$ cat src/rtl/core/cdsb_pkg.sv
// Shared types, constants and helper functions of the clock and date setting buttons unit.
package cdsb_pkg;

  localparam int unsigned HistoryBitsDefault = 4;

  // Field widths of one input item and one result item.
  localparam int unsigned HoursW   = 6;
  localparam int unsigned MinutesW = 7;
  localparam int unsigned YearW    = 7;
  localparam int unsigned MonthW   = 4;
  localparam int unsigned DayW     = 5;
  localparam int unsigned WeekdayW = 3;
  localparam int unsigned ModeW    = 3;

  // Wrap and clamp limits of the adjustable fields.
  localparam logic [5:0] HoursMax   = 6'd23;
  localparam logic [5:0] HoursMod   = 6'd24;
  localparam logic [6:0] MinutesMax = 7'd59;
  localparam logic [6:0] MinutesMod = 7'd60;
  localparam logic [6:0] YearMax    = 7'd99;
  localparam logic [6:0] YearMod    = 7'd100;
  localparam logic [3:0] MonthMax   = 4'd12;
  localparam logic [3:0] MonthMod   = 4'd13;
  localparam logic [2:0] WeekdayMax = 3'd7;

  typedef enum logic [ModeW-1:0] {
    MODE_NORMAL  = 3'd0,
    MODE_HOURS   = 3'd1,
    MODE_MINUTES = 3'd2,
    MODE_YEAR    = 3'd3,
    MODE_MONTH   = 3'd4,
    MODE_DAY     = 3'd5,
    MODE_WEEKDAY = 3'd6
  } mode_e;

  // Advances the setting mode, wrapping from weekday back to normal.
  function automatic mode_e mode_next(input mode_e m);
    mode_e r;
    if (m == MODE_WEEKDAY) begin
      r = MODE_NORMAL;
    end else begin
      r = mode_e'(m + 3'd1);
    end
    return r;
  endfunction

  // Converts a binary value below 100 to two BCD digits; tens come from a
  // multiplication by 103/1024, which is exact in that range.
  function automatic logic [7:0] bin_to_bcd(input logic [6:0] v);
    logic [13:0] prod;
    logic [3:0]  tens;
    logic [6:0]  rest;
    prod = 14'(v) * 14'd103;
    tens = prod[13:10];
    rest = v - 7'(7'(tens) * 7'd10);
    return {tens, rest[3:0]};
  endfunction

endpackage

$ cat src/rtl/core/cdsb_if.sv
// Channel interfaces of the clock and date setting buttons unit: button tick in, result out.
interface cdsb_in_if;
  import cdsb_pkg::*;

  logic                valid;
  logic                ready;
  logic                up_level;
  logic                down_level;
  logic                mode_level;
  logic                remote_mode;
  logic                remote_up;
  logic                remote_down;
  logic [HoursW-1:0]   cur_hours_bcd;
  logic [MinutesW-1:0] cur_minutes_bcd;
  logic [YearW-1:0]    cur_year;
  logic [MonthW-1:0]   cur_month;
  logic [DayW-1:0]     cur_day;
  logic [WeekdayW-1:0] cur_weekday;

  modport source (
    output valid, up_level, down_level, mode_level, remote_mode, remote_up, remote_down,
           cur_hours_bcd, cur_minutes_bcd, cur_year, cur_month, cur_day, cur_weekday,
    input  ready
  );

  modport sink (
    input  valid, up_level, down_level, mode_level, remote_mode, remote_up, remote_down,
           cur_hours_bcd, cur_minutes_bcd, cur_year, cur_month, cur_day, cur_weekday,
    output ready
  );
endinterface

interface cdsb_out_if;
  import cdsb_pkg::*;

  logic                valid;
  logic                ready;
  logic [ModeW-1:0]    mode_now;
  logic                set_time;
  logic                set_date;
  logic [HoursW-1:0]   new_hours_bcd;
  logic [MinutesW-1:0] new_minutes_bcd;
  logic [YearW-1:0]    new_year;
  logic [MonthW-1:0]   new_month;
  logic [DayW-1:0]     new_day;
  logic [WeekdayW-1:0] new_weekday;
  logic                show_date;
  logic                led_state;

  modport source (
    output valid, mode_now, set_time, set_date, new_hours_bcd, new_minutes_bcd, new_year,
           new_month, new_day, new_weekday, show_date, led_state,
    input  ready
  );

  modport sink (
    input  valid, mode_now, set_time, set_date, new_hours_bcd, new_minutes_bcd, new_year,
           new_month, new_day, new_weekday, show_date, led_state,
    output ready
  );
endinterface

$ cat src/rtl/core/clock_date_setting_buttons_unit.sv
// Top level of the clock and date setting buttons unit: press detection, mode and field adjust.
// An accepted item passes through the input register and then the result register.
// Throughput: one item per cycle; the input register advances whenever the result register
// is empty or being emptied, so a waiting result blocks new items only once the input
// register holds an item as well.
// Reset: rst_ni clears the mode, the button histories, the pending remote clicks, the LED
// and both valid flags; the block takes items from the first cycle after reset.
module clock_date_setting_buttons_unit #(
  parameter int unsigned HISTORY_BITS = cdsb_pkg::HistoryBitsDefault
) (
  input  logic           clk_i,
  input  logic           rst_ni,
  cdsb_in_if.sink        in_i,
  cdsb_out_if.source     out_o
);
  import cdsb_pkg::*;

  localparam logic [HISTORY_BITS-1:0] PressPattern = HISTORY_BITS'(1);

  // Input register.
  logic                s1_valid_q;
  logic                up_lvl_q, down_lvl_q, mode_lvl_q;
  logic                rem_mode_q, rem_up_q, rem_down_q;
  logic [HoursW-1:0]   hh_q;
  logic [MinutesW-1:0] mm_q;
  logic [YearW-1:0]    yy_q;
  logic [MonthW-1:0]   mo_q;
  logic [DayW-1:0]     dd_q;
  logic [WeekdayW-1:0] wd_q;

  // Block state.
  mode_e                   mode_q, mode_d;
  logic [HISTORY_BITS-1:0] up_hist_q, up_hist_d;
  logic [HISTORY_BITS-1:0] down_hist_q, down_hist_d;
  logic [HISTORY_BITS-1:0] mode_hist_q, mode_hist_d;
  logic                    pend_up_q, pend_up_d;
  logic                    pend_down_q, pend_down_d;
  logic                    led_q, led_d;

  // Result register.
  logic                out_valid_q;
  mode_e               r_mode_q;
  logic                r_set_time_q, r_set_date_q, r_show_q, r_led_q;
  logic [HoursW-1:0]   r_hh_q, r_hh_d;
  logic [MinutesW-1:0] r_mm_q, r_mm_d;
  logic [YearW-1:0]    r_yy_q, r_yy_d;
  logic [MonthW-1:0]   r_mo_q, r_mo_d;
  logic [DayW-1:0]     r_dd_q, r_dd_d;
  logic [WeekdayW-1:0] r_wd_q, r_wd_d;
  logic                set_time_d, set_date_d, show_d;

  logic advance;
  logic in_fire;

  assign advance  = s1_valid_q && (!out_valid_q || out_o.ready);
  assign in_i.ready = !s1_valid_q || advance;
  assign in_fire    = in_i.valid && in_i.ready;

  always_ff @(posedge clk_i or negedge rst_ni) begin
    if (!rst_ni) begin
      s1_valid_q <= 1'b0;
    end else if (in_i.ready) begin
      s1_valid_q <= in_i.valid;
    end
  end

  always_ff @(posedge clk_i) begin
    if (in_fire) begin
      up_lvl_q   <= in_i.up_level;
      down_lvl_q <= in_i.down_level;
      mode_lvl_q <= in_i.mode_level;
      rem_mode_q <= in_i.remote_mode;
      rem_up_q   <= in_i.remote_up;
      rem_down_q <= in_i.remote_down;
      hh_q       <= in_i.cur_hours_bcd;
      mm_q       <= in_i.cur_minutes_bcd;
      yy_q       <= in_i.cur_year;
      mo_q       <= in_i.cur_month;
      dd_q       <= in_i.cur_day;
      wd_q       <= in_i.cur_weekday;
    end
  end

  // Press detection and mode update.
  logic                    pend_up, pend_down;
  mode_e                   mode_a;
  logic [HISTORY_BITS-1:0] up_sh, down_sh, mode_sh;
  logic                    up_fire, down_fire, mode_press, adj_fire;

  always_comb begin
    pend_up   = pend_up_q || rem_up_q;
    pend_down = pend_down_q || rem_down_q;
    mode_a    = rem_mode_q ? mode_next(mode_q) : mode_q;

    up_sh   = {up_hist_q[HISTORY_BITS-2:0], up_lvl_q};
    down_sh = {down_hist_q[HISTORY_BITS-2:0], down_lvl_q};
    mode_sh = {mode_hist_q[HISTORY_BITS-2:0], mode_lvl_q};

    // A history shifts only when its test is reached: up, then down, then mode.
    up_fire    = pend_up || (up_sh == PressPattern);
    down_fire  = !up_fire && (pend_down || (down_sh == PressPattern));
    mode_press = !up_fire && !down_fire && (mode_sh == PressPattern);
    adj_fire   = up_fire || down_fire;

    up_hist_d   = pend_up ? up_hist_q : up_sh;
    down_hist_d = (!up_fire && !pend_down) ? down_sh : down_hist_q;
    mode_hist_d = (!up_fire && !down_fire) ? mode_sh : mode_hist_q;

    pend_up_d   = up_fire ? 1'b0 : pend_up;
    pend_down_d = down_fire ? 1'b0 : pend_down;

    mode_d = mode_press ? mode_next(mode_a) : mode_a;
    show_d = mode_press && (mode_d == MODE_NORMAL || mode_d == MODE_WEEKDAY);
    led_d  = led_q ^ mode_press;

    set_date_d = adj_fire && (mode_a == MODE_YEAR || mode_a == MODE_MONTH ||
                              mode_a == MODE_DAY || mode_a == MODE_WEEKDAY);
    set_time_d = adj_fire && (mode_a == MODE_HOURS || mode_a == MODE_MINUTES);
  end

  // Field adjust; BCD digits above nine decode as their nibble value.
  logic [5:0] hv, hv_inc, hv_new;
  logic [6:0] mv, mv_inc, mv_new;
  logic [7:0] yv_inc;
  logic [4:0] mo_inc;
  logic [7:0] h_bcd, m_bcd;

  always_comb begin
    hv     = 6'(6'(hh_q[5:4]) * 6'd10) + 6'(hh_q[3:0]);
    mv     = 7'(7'(mm_q[6:4]) * 7'd10) + 7'(mm_q[3:0]);
    hv_inc = hv + 6'd1;
    mv_inc = mv + 7'd1;
    yv_inc = 8'(yy_q) + 8'd1;
    mo_inc = 5'(mo_q) + 5'd1;

    if (up_fire) begin
      hv_new = (hv_inc >= HoursMod) ? hv_inc - HoursMod : hv_inc;
      mv_new = (mv_inc >= MinutesMod) ? mv_inc - MinutesMod : mv_inc;
    end else begin
      hv_new = (hv == 6'd0 || hv > HoursMax) ? HoursMax : hv - 6'd1;
      mv_new = (mv == 7'd0 || mv > MinutesMax) ? MinutesMax : mv - 7'd1;
    end
    h_bcd = bin_to_bcd(7'(hv_new));
    m_bcd = bin_to_bcd(mv_new);

    r_hh_d = hh_q;
    r_mm_d = mm_q;
    r_yy_d = yy_q;
    r_mo_d = mo_q;
    r_dd_d = dd_q;
    r_wd_d = wd_q;

    if (adj_fire) begin
      case (mode_a)
        MODE_HOURS: begin
          r_hh_d = h_bcd[5:0];
        end
        MODE_MINUTES: begin
          r_mm_d = m_bcd[6:0];
        end
        MODE_YEAR: begin
          if (up_fire) begin
            r_yy_d = (yv_inc >= 8'(YearMod)) ? 7'(yv_inc - 8'(YearMod)) : yv_inc[6:0];
          end else if (yy_q == 7'd0) begin
            r_yy_d = 7'd0;
          end else begin
            r_yy_d = (yy_q > YearMax) ? YearMax : yy_q - 7'd1;
          end
        end
        MODE_MONTH: begin
          if (up_fire) begin
            if (mo_inc == 5'(MonthMod)) begin
              r_mo_d = 4'd1;
            end else if (mo_inc > 5'(MonthMod)) begin
              r_mo_d = 4'(mo_inc - 5'(MonthMod));
            end else begin
              r_mo_d = mo_inc[3:0];
            end
          end else begin
            r_mo_d = (mo_q <= 4'd1 || mo_q > MonthMax) ? MonthMax : mo_q - 4'd1;
          end
        end
        MODE_DAY: begin
          if (up_fire) begin
            r_dd_d = (dd_q == 5'd31) ? 5'd1 : dd_q + 5'd1;
          end else begin
            r_dd_d = (dd_q > 5'd1) ? dd_q - 5'd1 : 5'd1;
          end
        end
        MODE_WEEKDAY: begin
          if (up_fire) begin
            r_wd_d = (wd_q == WeekdayMax) ? 3'd1 : wd_q + 3'd1;
          end else begin
            r_wd_d = (wd_q <= 3'd1) ? WeekdayMax : wd_q - 3'd1;
          end
        end
        default: begin
        end
      endcase
    end
  end

  always_ff @(posedge clk_i or negedge rst_ni) begin
    if (!rst_ni) begin
      mode_q      <= MODE_NORMAL;
      up_hist_q   <= '0;
      down_hist_q <= '0;
      mode_hist_q <= '0;
      pend_up_q   <= 1'b0;
      pend_down_q <= 1'b0;
      led_q       <= 1'b0;
      out_valid_q <= 1'b0;
    end else begin
      if (advance) begin
        mode_q      <= mode_d;
        up_hist_q   <= up_hist_d;
        down_hist_q <= down_hist_d;
        mode_hist_q <= mode_hist_d;
        pend_up_q   <= pend_up_d;
        pend_down_q <= pend_down_d;
        led_q       <= led_d;
        out_valid_q <= 1'b1;
      end else if (out_o.ready) begin
        out_valid_q <= 1'b0;
      end
    end
  end

  always_ff @(posedge clk_i) begin
    if (advance) begin
      r_mode_q     <= mode_d;
      r_set_time_q <= set_time_d;
      r_set_date_q <= set_date_d;
      r_show_q     <= show_d;
      r_led_q      <= led_d;
      r_hh_q       <= r_hh_d;
      r_mm_q       <= r_mm_d;
      r_yy_q       <= r_yy_d;
      r_mo_q       <= r_mo_d;
      r_dd_q       <= r_dd_d;
      r_wd_q       <= r_wd_d;
    end
  end

  assign out_o.valid           = out_valid_q;
  assign out_o.mode_now        = r_mode_q;
  assign out_o.set_time        = r_set_time_q;
  assign out_o.set_date        = r_set_date_q;
  assign out_o.new_hours_bcd   = r_hh_q;
  assign out_o.new_minutes_bcd = r_mm_q;
  assign out_o.new_year        = r_yy_q;
  assign out_o.new_month       = r_mo_q;
  assign out_o.new_day         = r_dd_q;
  assign out_o.new_weekday     = r_wd_q;
  assign out_o.show_date       = r_show_q;
  assign out_o.led_state       = r_led_q;

endmodule
$ cat src/flat_wrapper.sv
// flat-port wrapper written by rule: the top's interface ports become plain ports
module clock_date_setting_buttons_unit_flat import cdsb_pkg::*;
#(
  parameter int unsigned HISTORY_BITS = cdsb_pkg::HistoryBitsDefault
)
  (clk_i, rst_ni, in_i_valid, in_i_up_level, in_i_down_level, in_i_mode_level, in_i_remote_mode, in_i_remote_up, in_i_remote_down, in_i_cur_hours_bcd, in_i_cur_minutes_bcd, in_i_cur_year, in_i_cur_month, in_i_cur_day, in_i_cur_weekday, in_i_ready, out_o_valid, out_o_mode_now, out_o_set_time, out_o_set_date, out_o_new_hours_bcd, out_o_new_minutes_bcd, out_o_new_year, out_o_new_month, out_o_new_day, out_o_new_weekday, out_o_show_date, out_o_led_state, out_o_ready);
  cdsb_in_if in_i_i ();
  cdsb_out_if out_o_i ();
  input  logic clk_i;
  input  logic rst_ni;
  input wire logic [$bits(in_i_i.valid)-1:0] in_i_valid;
  input wire logic [$bits(in_i_i.up_level)-1:0] in_i_up_level;
  input wire logic [$bits(in_i_i.down_level)-1:0] in_i_down_level;
  input wire logic [$bits(in_i_i.mode_level)-1:0] in_i_mode_level;
  input wire logic [$bits(in_i_i.remote_mode)-1:0] in_i_remote_mode;
  input wire logic [$bits(in_i_i.remote_up)-1:0] in_i_remote_up;
  input wire logic [$bits(in_i_i.remote_down)-1:0] in_i_remote_down;
  input wire logic [$bits(in_i_i.cur_hours_bcd)-1:0] in_i_cur_hours_bcd;
  input wire logic [$bits(in_i_i.cur_minutes_bcd)-1:0] in_i_cur_minutes_bcd;
  input wire logic [$bits(in_i_i.cur_year)-1:0] in_i_cur_year;
  input wire logic [$bits(in_i_i.cur_month)-1:0] in_i_cur_month;
  input wire logic [$bits(in_i_i.cur_day)-1:0] in_i_cur_day;
  input wire logic [$bits(in_i_i.cur_weekday)-1:0] in_i_cur_weekday;
  output wire logic [$bits(in_i_i.ready)-1:0] in_i_ready;
  output wire logic [$bits(out_o_i.valid)-1:0] out_o_valid;
  output wire logic [$bits(out_o_i.mode_now)-1:0] out_o_mode_now;
  output wire logic [$bits(out_o_i.set_time)-1:0] out_o_set_time;
  output wire logic [$bits(out_o_i.set_date)-1:0] out_o_set_date;
  output wire logic [$bits(out_o_i.new_hours_bcd)-1:0] out_o_new_hours_bcd;
  output wire logic [$bits(out_o_i.new_minutes_bcd)-1:0] out_o_new_minutes_bcd;
  output wire logic [$bits(out_o_i.new_year)-1:0] out_o_new_year;
  output wire logic [$bits(out_o_i.new_month)-1:0] out_o_new_month;
  output wire logic [$bits(out_o_i.new_day)-1:0] out_o_new_day;
  output wire logic [$bits(out_o_i.new_weekday)-1:0] out_o_new_weekday;
  output wire logic [$bits(out_o_i.show_date)-1:0] out_o_show_date;
  output wire logic [$bits(out_o_i.led_state)-1:0] out_o_led_state;
  input wire logic [$bits(out_o_i.ready)-1:0] out_o_ready;
  assign in_i_i.valid = in_i_valid;
  assign in_i_i.up_level = in_i_up_level;
  assign in_i_i.down_level = in_i_down_level;
  assign in_i_i.mode_level = in_i_mode_level;
  assign in_i_i.remote_mode = in_i_remote_mode;
  assign in_i_i.remote_up = in_i_remote_up;
  assign in_i_i.remote_down = in_i_remote_down;
  assign in_i_i.cur_hours_bcd = in_i_cur_hours_bcd;
  assign in_i_i.cur_minutes_bcd = in_i_cur_minutes_bcd;
  assign in_i_i.cur_year = in_i_cur_year;
  assign in_i_i.cur_month = in_i_cur_month;
  assign in_i_i.cur_day = in_i_cur_day;
  assign in_i_i.cur_weekday = in_i_cur_weekday;
  assign in_i_ready = in_i_i.ready;
  assign out_o_valid = out_o_i.valid;
  assign out_o_mode_now = out_o_i.mode_now;
  assign out_o_set_time = out_o_i.set_time;
  assign out_o_set_date = out_o_i.set_date;
  assign out_o_new_hours_bcd = out_o_i.new_hours_bcd;
  assign out_o_new_minutes_bcd = out_o_i.new_minutes_bcd;
  assign out_o_new_year = out_o_i.new_year;
  assign out_o_new_month = out_o_i.new_month;
  assign out_o_new_day = out_o_i.new_day;
  assign out_o_new_weekday = out_o_i.new_weekday;
  assign out_o_show_date = out_o_i.show_date;
  assign out_o_led_state = out_o_i.led_state;
  assign out_o_i.ready = out_o_ready;
  clock_date_setting_buttons_unit #(.HISTORY_BITS(HISTORY_BITS)) u_core (.clk_i(clk_i), .rst_ni(rst_ni), .in_i(in_i_i), .out_o(out_o_i));
endmodule
$ cat config.mk
export PLATFORM = sky130hd
export DESIGN_NAME = clock_date_setting_buttons_unit_flat
export DESIGN_NICKNAME = d
export VERILOG_FILES = /design/src/rtl/core/cdsb_pkg.sv /design/src/rtl/core/cdsb_if.sv /design/src/rtl/core/clock_date_setting_buttons_unit.sv /design/src/flat_wrapper.sv
export SDC_FILE = /design/constraint.sdc
export NUM_CORES = 1
export LEC_CHECK = 0
export BUFFER_PORTS_ARGS = -buffer_cell sky130_fd_sc_hd__buf_2
export CAP_MARGIN = 20
export CELL_PAD_IN_SITES_DETAIL_PLACEMENT = 2
export CELL_PAD_IN_SITES_GLOBAL_PLACEMENT = 2
export CORE_MARGIN = 1
export CORE_UTILIZATION = 42
export CTS_CLUSTER_SIZE = 24
export DETAILED_ROUTE_END_ITERATION = 7
export GPL_ROUTABILITY_DRIVEN = 0
export GPL_TIMING_DRIVEN = 0
export PLACE_DENSITY_LB_ADDON = 0.1
export SLEW_MARGIN = 15
export SYNTH_ARGS = -nofsm -noshare
export SYNTH_HDL_FRONTEND = slang
export SYNTH_SLANG_ARGS = --single-unit
$ cat constraint.sdc
create_clock -name clk_i -period 10.8 [get_ports clk_i]
set_input_delay 0.54 -clock clk_i [delete_from_list [all_inputs] [get_ports clk_i]]
set_output_delay 0.54 -clock clk_i [all_outputs]
set_load 0.01 [all_outputs]
Word-level counts from Yosys, hierarchy flattened
Cells that the tools add are included.
{"block": "totals", "ff_bits": 94, "out_inout_bits": 41, "inputBits": 42, "word_cells": 164}
{"block": "op_classes", "magnitude_cmp": 11, "n_eq_ne": 14, "multipliers": 6, "add_sub_neg": 22, "bitwise": 2, "muxes": 40, "reduce_logical": 37}
{"cell": "two-way mux 7 bit", "n": 11}
{"cell": "two-way mux 6 bit", "n": 5}
{"cell": "two-way mux 3 bit", "n": 9}
{"cell": "two-way mux 5 bit", "n": 5}
{"cell": "two-way mux 4 bit", "n": 6}
{"cell": "== test 3 bit (second input constant)", "n": 6}
{"cell": "logical OR 1 bit", "n": 15}
{"cell": "logical NOT 7 bit", "n": 2}
{"cell": "multiplier 7 x 7 -> 14 bit (second input constant)", "n": 1}
{"cell": "subtractor 7 x 1 -> 7 bit (second input constant)", "n": 2}
{"cell": "multiplier 6 x 7 -> 13 bit (second input constant)", "n": 1}
{"cell": "== test 4 x 1 -> 1 bit (second input constant)", "n": 3}
{"cell": "adder 3 x 1 -> 3 bit (second input constant)", "n": 3}
{"cell": "logical AND 1 bit", "n": 9}
{"cell": "adder 7 x 1 -> 8 bit (second input constant)", "n": 1}
{"cell": ">= comparator 8 x 7 -> 1 bit (second input constant)", "n": 1}
{"cell": "subtractor 4 bit", "n": 2}
{"cell": "adder 7 x 1 -> 7 bit (second input constant)", "n": 1}
{"cell": "adder 7 x 4 -> 7 bit", "n": 1}
{"cell": ">= comparator 7 x 6 -> 1 bit (second input constant)", "n": 1}
{"cell": "greater-than comparator 7 x 6 -> 1 bit (second input constant)", "n": 1}
{"cell": "greater-than comparator 7 bit (second input constant)", "n": 1}
{"cell": "subtractor 7 x 6 -> 7 bit (second input constant)", "n": 1}
{"cell": "subtractor 7 bit (second input constant)", "n": 1}
{"cell": "33 further kinds", "n": 43}

Longest topological paths before layout
{"block": "depth", "ltp_word": 11, "ltp_mapped": 30, "depth_no_buf": 30}

Least setup slack after synthesis
Ideal clock, no wire load.
{"block": "synth_path", "kind": "register to register", "from": "register u_core.mm_q[4]", "to": "register u_core.r_mm_q[3], in the netlist u_core.out_o.new_minutes_bcd[3], data pin", "t_arrival_ns": 6.923, "slack_ns": 3.701, "setup_ns": 0.176, "path_stages_with_launch": 28, "path_buffers": 0, "cell_sequence": "edfxtp_1 ha_1 fa_1 a21o_1 a32oi_4 nor2_2 a2111oi_4 o32ai_1 and3_1 o32a_1 mux2i_1 ha_1 inv_1 fa_1 inv_1 fa_1 ha_1 ha_1 nand3_1 a21oi_1 a211oi_1 nor2b_1 nor2_1 xor2_1 fa_1 nor4_1 o221ai_1 o311ai_2"}
{"block": "synth_via", "elab_chain_len": 11, "elab_cells_between_ends": 17, "cone_classes": "add/sub: 5; mul: 3; order compare: 2; mux: 5; reduce/logical: 2"}
{"item": "start, declared", "line": "clock_date_setting_buttons_unit.sv:25", "rtl": "logic [MinutesW-1:0] mm_q;"}
{"item": "start signal, assigned", "line": "clock_date_setting_buttons_unit.sv:76", "rtl": "mm_q <= in_i.cur_minutes_bcd;"}
{"item": "multiplier 3 x 3 -> 6 bit *", "line": "clock_date_setting_buttons_unit.sv:130", "rtl": "mv = 7'(7'(mm_q[6:4]) * 7'd10) + 7'(mm_q[3:0]);"}
{"item": "adder 7 x 4 -> 7 bit *", "line": "clock_date_setting_buttons_unit.sv:130"}
{"item": "adder 7 x 1 -> 7 bit (tied with other cells)", "line": "clock_date_setting_buttons_unit.sv:132", "rtl": "mv_inc = mv + 7'd1;"}
{"item": "subtractor 7 x 6 -> 7 bit (tied with other cells)", "line": "clock_date_setting_buttons_unit.sv:138", "rtl": "mv_new = (mv_inc >= MinutesMod) ? mv_inc - MinutesMod : mv_inc;"}
{"item": "two-way mux 7 bit, on equally long branches", "line": "clock_date_setting_buttons_unit.sv:138, clock_date_setting_buttons_unit.sv:141"}
{"item": "two-way mux 7 bit *", "line": "clock_date_setting_buttons_unit.sv:136", "rtl": "if (up_fire) begin"}
{"item": "multiplier 7 x 7 -> 14 bit", "line": "cdsb_pkg.sv:53", "rtl": "prod = 14'(v) * 14'd103;"}
{"item": "multiplier 4 x 3 -> 3 bit", "line": "cdsb_pkg.sv:55", "rtl": "rest = v - 7'(7'(tens) * 7'd10);"}
{"item": "subtractor 4 bit *", "line": "cdsb_pkg.sv:55"}
{"item": "two-way mux 7 bit *", "line": "clock_date_setting_buttons_unit.sv:154", "rtl": "case (mode_a)"}
{"item": "two-way mux 7 bit *", "line": "clock_date_setting_buttons_unit.sv:153", "rtl": "if (adj_fire) begin"}
{"item": "via u_core.r_mm_d[3]", "line": "clock_date_setting_buttons_unit.sv:45", "rtl": "logic [MinutesW-1:0] r_mm_q, r_mm_d;"}
{"item": "end signal, assigned", "line": "clock_date_setting_buttons_unit.sv:237", "rtl": "r_mm_q <= r_mm_d;"}
{"item": "end, declared", "line": "clock_date_setting_buttons_unit.sv:45"}
The timed path passes the listed nets; every way through them passes the cells marked *.
A chain may end at the register's enable or synchronous reset.

Worst setup path after layout
{"block": "layout_path", "from": "register u_core.mm_q[1]", "to": "register u_core.r_mm_q[3], in the netlist u_core.out_o.new_minutes_bcd[3], data pin"}
{"block": "layout_via", "elab_chain_len": 10, "elab_cells_between_ends": 16, "cone_classes": "add/sub: 5; mul: 2; order compare: 2; mux: 5; reduce/logical: 2"}
{"item": "adder 7 x 4 -> 7 bit *", "line": "clock_date_setting_buttons_unit.sv:130"}
{"item": "adder 7 x 1 -> 7 bit (tied with other cells)", "line": "clock_date_setting_buttons_unit.sv:132"}
{"item": "subtractor 7 x 6 -> 7 bit (tied with other cells)", "line": "clock_date_setting_buttons_unit.sv:138"}
{"item": "two-way mux 7 bit, on equally long branches", "line": "clock_date_setting_buttons_unit.sv:138, clock_date_setting_buttons_unit.sv:141"}
{"item": "two-way mux 7 bit *", "line": "clock_date_setting_buttons_unit.sv:136"}
{"item": "multiplier 7 x 7 -> 14 bit", "line": "cdsb_pkg.sv:53"}
{"item": "multiplier 4 x 3 -> 3 bit", "line": "cdsb_pkg.sv:55"}
{"item": "subtractor 4 bit *", "line": "cdsb_pkg.sv:55"}
{"item": "two-way mux 7 bit *", "line": "clock_date_setting_buttons_unit.sv:154"}
{"item": "two-way mux 7 bit *", "line": "clock_date_setting_buttons_unit.sv:153"}
{"item": "via u_core.r_mm_d[3]", "line": "clock_date_setting_buttons_unit.sv:45"}
Marked as above.

==> reports/results.ini <==
[clocking]
cts_tree = built
hold_buffers = 0
clkLatencyLatePin_ns = 0.37
cts_resized = 0
clk_path_buf_depth = 2
cts_setup_buffers = 0
root_buffer = clkbuf_16
cts.sinks = 94
htreeDepth = 3
cts_made_buffers = 9
clk_pin_slew_ns = 0.09

[logic_synthesis]
synth_warnings = 0
syn_area_um2 = 7900
async_flop_share_pct = 18.1
ys_types = 79
yosysSeqAreaShare_pct = 34.7
synth_ff_type = edfxtp_1
synth_area_per_cell_um2 = 9.88
synth_cells = 799
ys_ff_latch = 94
synth-edff-count = 77
syn-num-nets = 955

[global_routing]
met1_usage_pct = 32.9
first_global_vias = 7651
grt_usage_pct = 27.8
grt_max_degree = 30
grt_first_pass_wirelength_mm = 41.7
antenna_found_initial = 0
use_met3_pct = 3.14
globalRouteMet2Util_pct = 52.1
grt-ovfl-total = 0
grt_busiest_layer = met2

[detailed_routing]
routed_wl_mm = 26.2
wl_per_cell_um = 23.2
drt_iter0_markers = 351
drcViolationCount = 4
drtAntennaViolNets = 0
first_pass_iters = 7
avgViaCountPerCell = 6.04
via_count = 6814

[sta]
finalCriticalPeriod_ns = 8.47
drv_slew = 0
fmax_ghz = 0.118
setup_ws_ns = 2.33
clock_skew_ns = 0.0122
fin_setup_tns_ns = 0
hold_slack_ns = 0.0936
tightestPinTransition_ns = 0.961
rsz0062_at_grt = false
min_period_over_period_pct = 78.4
finalSetupViolations = 0
hold_viol_final = 0
slew_headroom_pct = 35.6

[power]
seq_power_share_pct = 20.2
p_switching_uw = 1250
powerDensity_nw_per_um2 = 291
pwr-share-comb_pct = 66.7
p_clk_share_pct = 13.1
p_int_uw = 1350
p_leak_uw = 0.00382
power_uw = 2610
sw_frac_of_total_pct = 48.1
peakVddDrop_v = 0.000143

[placement]
place_hpwl_mm = 19.6
io_buffer_count = 82
place_area_um2 = 8640
place_ws_ns = 2.38

[critical_path]
critPathKind = register to register
crit_fanout = 7
cp_slowest_stage_delay_ns = 0.69
setup.worst_path.end_class = register
slowest_stage = o41ai_1
worstSetupStartpointType = register
cp_top_family = adder cells
crit_top_cell = ha_1
cp_num_buf_inv = 3
cp.required_ns = 10.97
cp.arrival_ns = 8.64

[status]
failed_checks = DRC
status = finished with violations

[floorplan]
dieArea_um2 = 19400
die_h_um = 139
io_pins = 83
core_area_um2 = 18200
rows = 49
initial_core_util_pct = 43.4
fp.dieW_um = 139

[finish]
syn_to_final_growth_pct = 13.4
nets = 1050
final_cell_mix = ha_1, buf_2, edfxtp_1
fillers = 1929
mostFrequentLayoutCell = ha_1
final_area_um2 = 8960
layout-drive-gt1-share_pct = 15.9
multi_input_area_um2 = 4820
regArea_um2 = 2740
diodes = 0

[hold_path]
min_path_type = primary input to async pin

[job]
drv_cap = 0

per-layer routing:
layer | part of all wire, % | wire [um] | vias to the layer above
li1 | - | - | 3127
met1 | 42 | 11100 | 3474
met2 | 53 | 13800 | 171
met3 | 3.0 | 776 | 42
met4 | 2.2 | 564 | 0
met5 | 0 | 0 | -
final timing paths:
check / from / to / slack [ns] / cells after the start
setup / recovery: u_core.mm_q[1] / u_core.out_o.new_minutes_bcd[3] / 2.33 / 29
hold / removal: rst_ni / u_core.down_hist_q[2] / 0.09 / 1
setup reg to reg: u_core.mm_q[1] / u_core.out_o.new_minutes_bcd[3] / 2.33 / 29
hold reg to reg: u_core.led_q / u_core.led_q / 0.50 / 1
max in group asynchronous: rst_ni / u_core.mode_q[0] / 10.38 / 1
min in group clk_i: in_i_mode_level / u_core.mode_lvl_q / 0.34 / 1
final cells by class:
| cell class | count | share of cell area (%) |
|---|---|---|
| buffer | 29 | 1.41 |
| clock buffer | 9 | 2.51 |
| clock inverter | 7 | 0.908 |
| inverter | 58 | 2.43 |
| multi-input combinational | 618 | 53.9 |
| sequential | 94 | 30.6 |
| tap | 229 | 3.20 |
| timing repair buffer | 84 | 5.11 |
registers in the layout, indices dropped and copies added, names as in the netlist, 3 cells and up:
name / flops
u_core.dd_q: 5
u_core.down_hist_q: 3
u_core.hh_q: 6
u_core.mm_q: 7
u_core.mo_q: 4
u_core.mode_hist_q: 3
u_core.mode_q: 3
u_core.out_o.mode_now: 3
u_core.out_o.new_day: 5
u_core.out_o.new_hours_bcd: 6
u_core.out_o.new_minutes_bcd: 7
u_core.out_o.new_month: 4
u_core.out_o.new_weekday: 3
u_core.out_o.new_year: 7
u_core.up_hist_q: 3
u_core.wd_q: 3
u_core.yy_q: 7
cells in the mapped netlist (all sizes together), types with 9 or more instances:
master / number / area share [%]
a21oi: 45 / 2.9
nor2: 45 / 2.2
nand3: 18 / 1.1
fa: 20 / 5.1
xnor2: 32 / 3.8
o21ai: 52 / 3.3
nand2b: 10 / 0.79
nor3: 30 / 2.0
clkbuf: 18 / 0.86
nand2: 67 / 3.2
ha: 94 / 15
inv: 58 / 2.8
or3: 9 / 0.71
mux2: 14 / 2.0
buf: 11 / 0.74
edfxtp: 77 / 29
dfrtp: 17 / 5.4
a21o: 9 / 0.86
nor2b: 11 / 0.87
o21a: 11 / 1.0
xor2: 14 / 1.7
power by group through the flow:
stage	Sequential [uW]	Clock, uW	Combinational (uW)
global route	534	356	1940
CTS	527	346	1760
floorplan	539	0	1200
global placement	527	0	1560
finish	526	342	1740
detailed placement	532	0	1740
worst reg2reg max path: cells and delay by family (launching register included):
kind | cells | cell delay, ns
AND/OR/NAND/NOR | 7 | 1.52
AO/OA/AOI/OAI | 8 | 2.12
XOR/XNOR | 1 | 0.36
adder cells (fa/ha/maj) | 10 | 3.68
flip-flops | 1 | 0.44
buffers and inverters | 3 | 0.17
per-stage QoR:
step | util [%] | std cells
floorplan | - | 799
global placement | 47.2 | 1110
detailed placement | 47.5 | 1112
CTS | 49.1 | 1128
global route | 49.2 | 1128
finish | 49.2 | 1128
logic make-up (layout without fill, tap and decap cells):
kind of cell	count (synthesis)	count (layout)	share of synthesized area [%]
buffers and inverters	87	187	4.36
AND/OR/NAND/NOR	241	241	15.6
flip-flops	94	94	34.7
XOR/XNOR	46	46	5.53
multiplexers	19	19	2.63
AO/OA/AOI/OAI	198	198	17.3
adder cells (fa/ha/maj)	114	114	20.0
(Power assumes the default switching activity.)
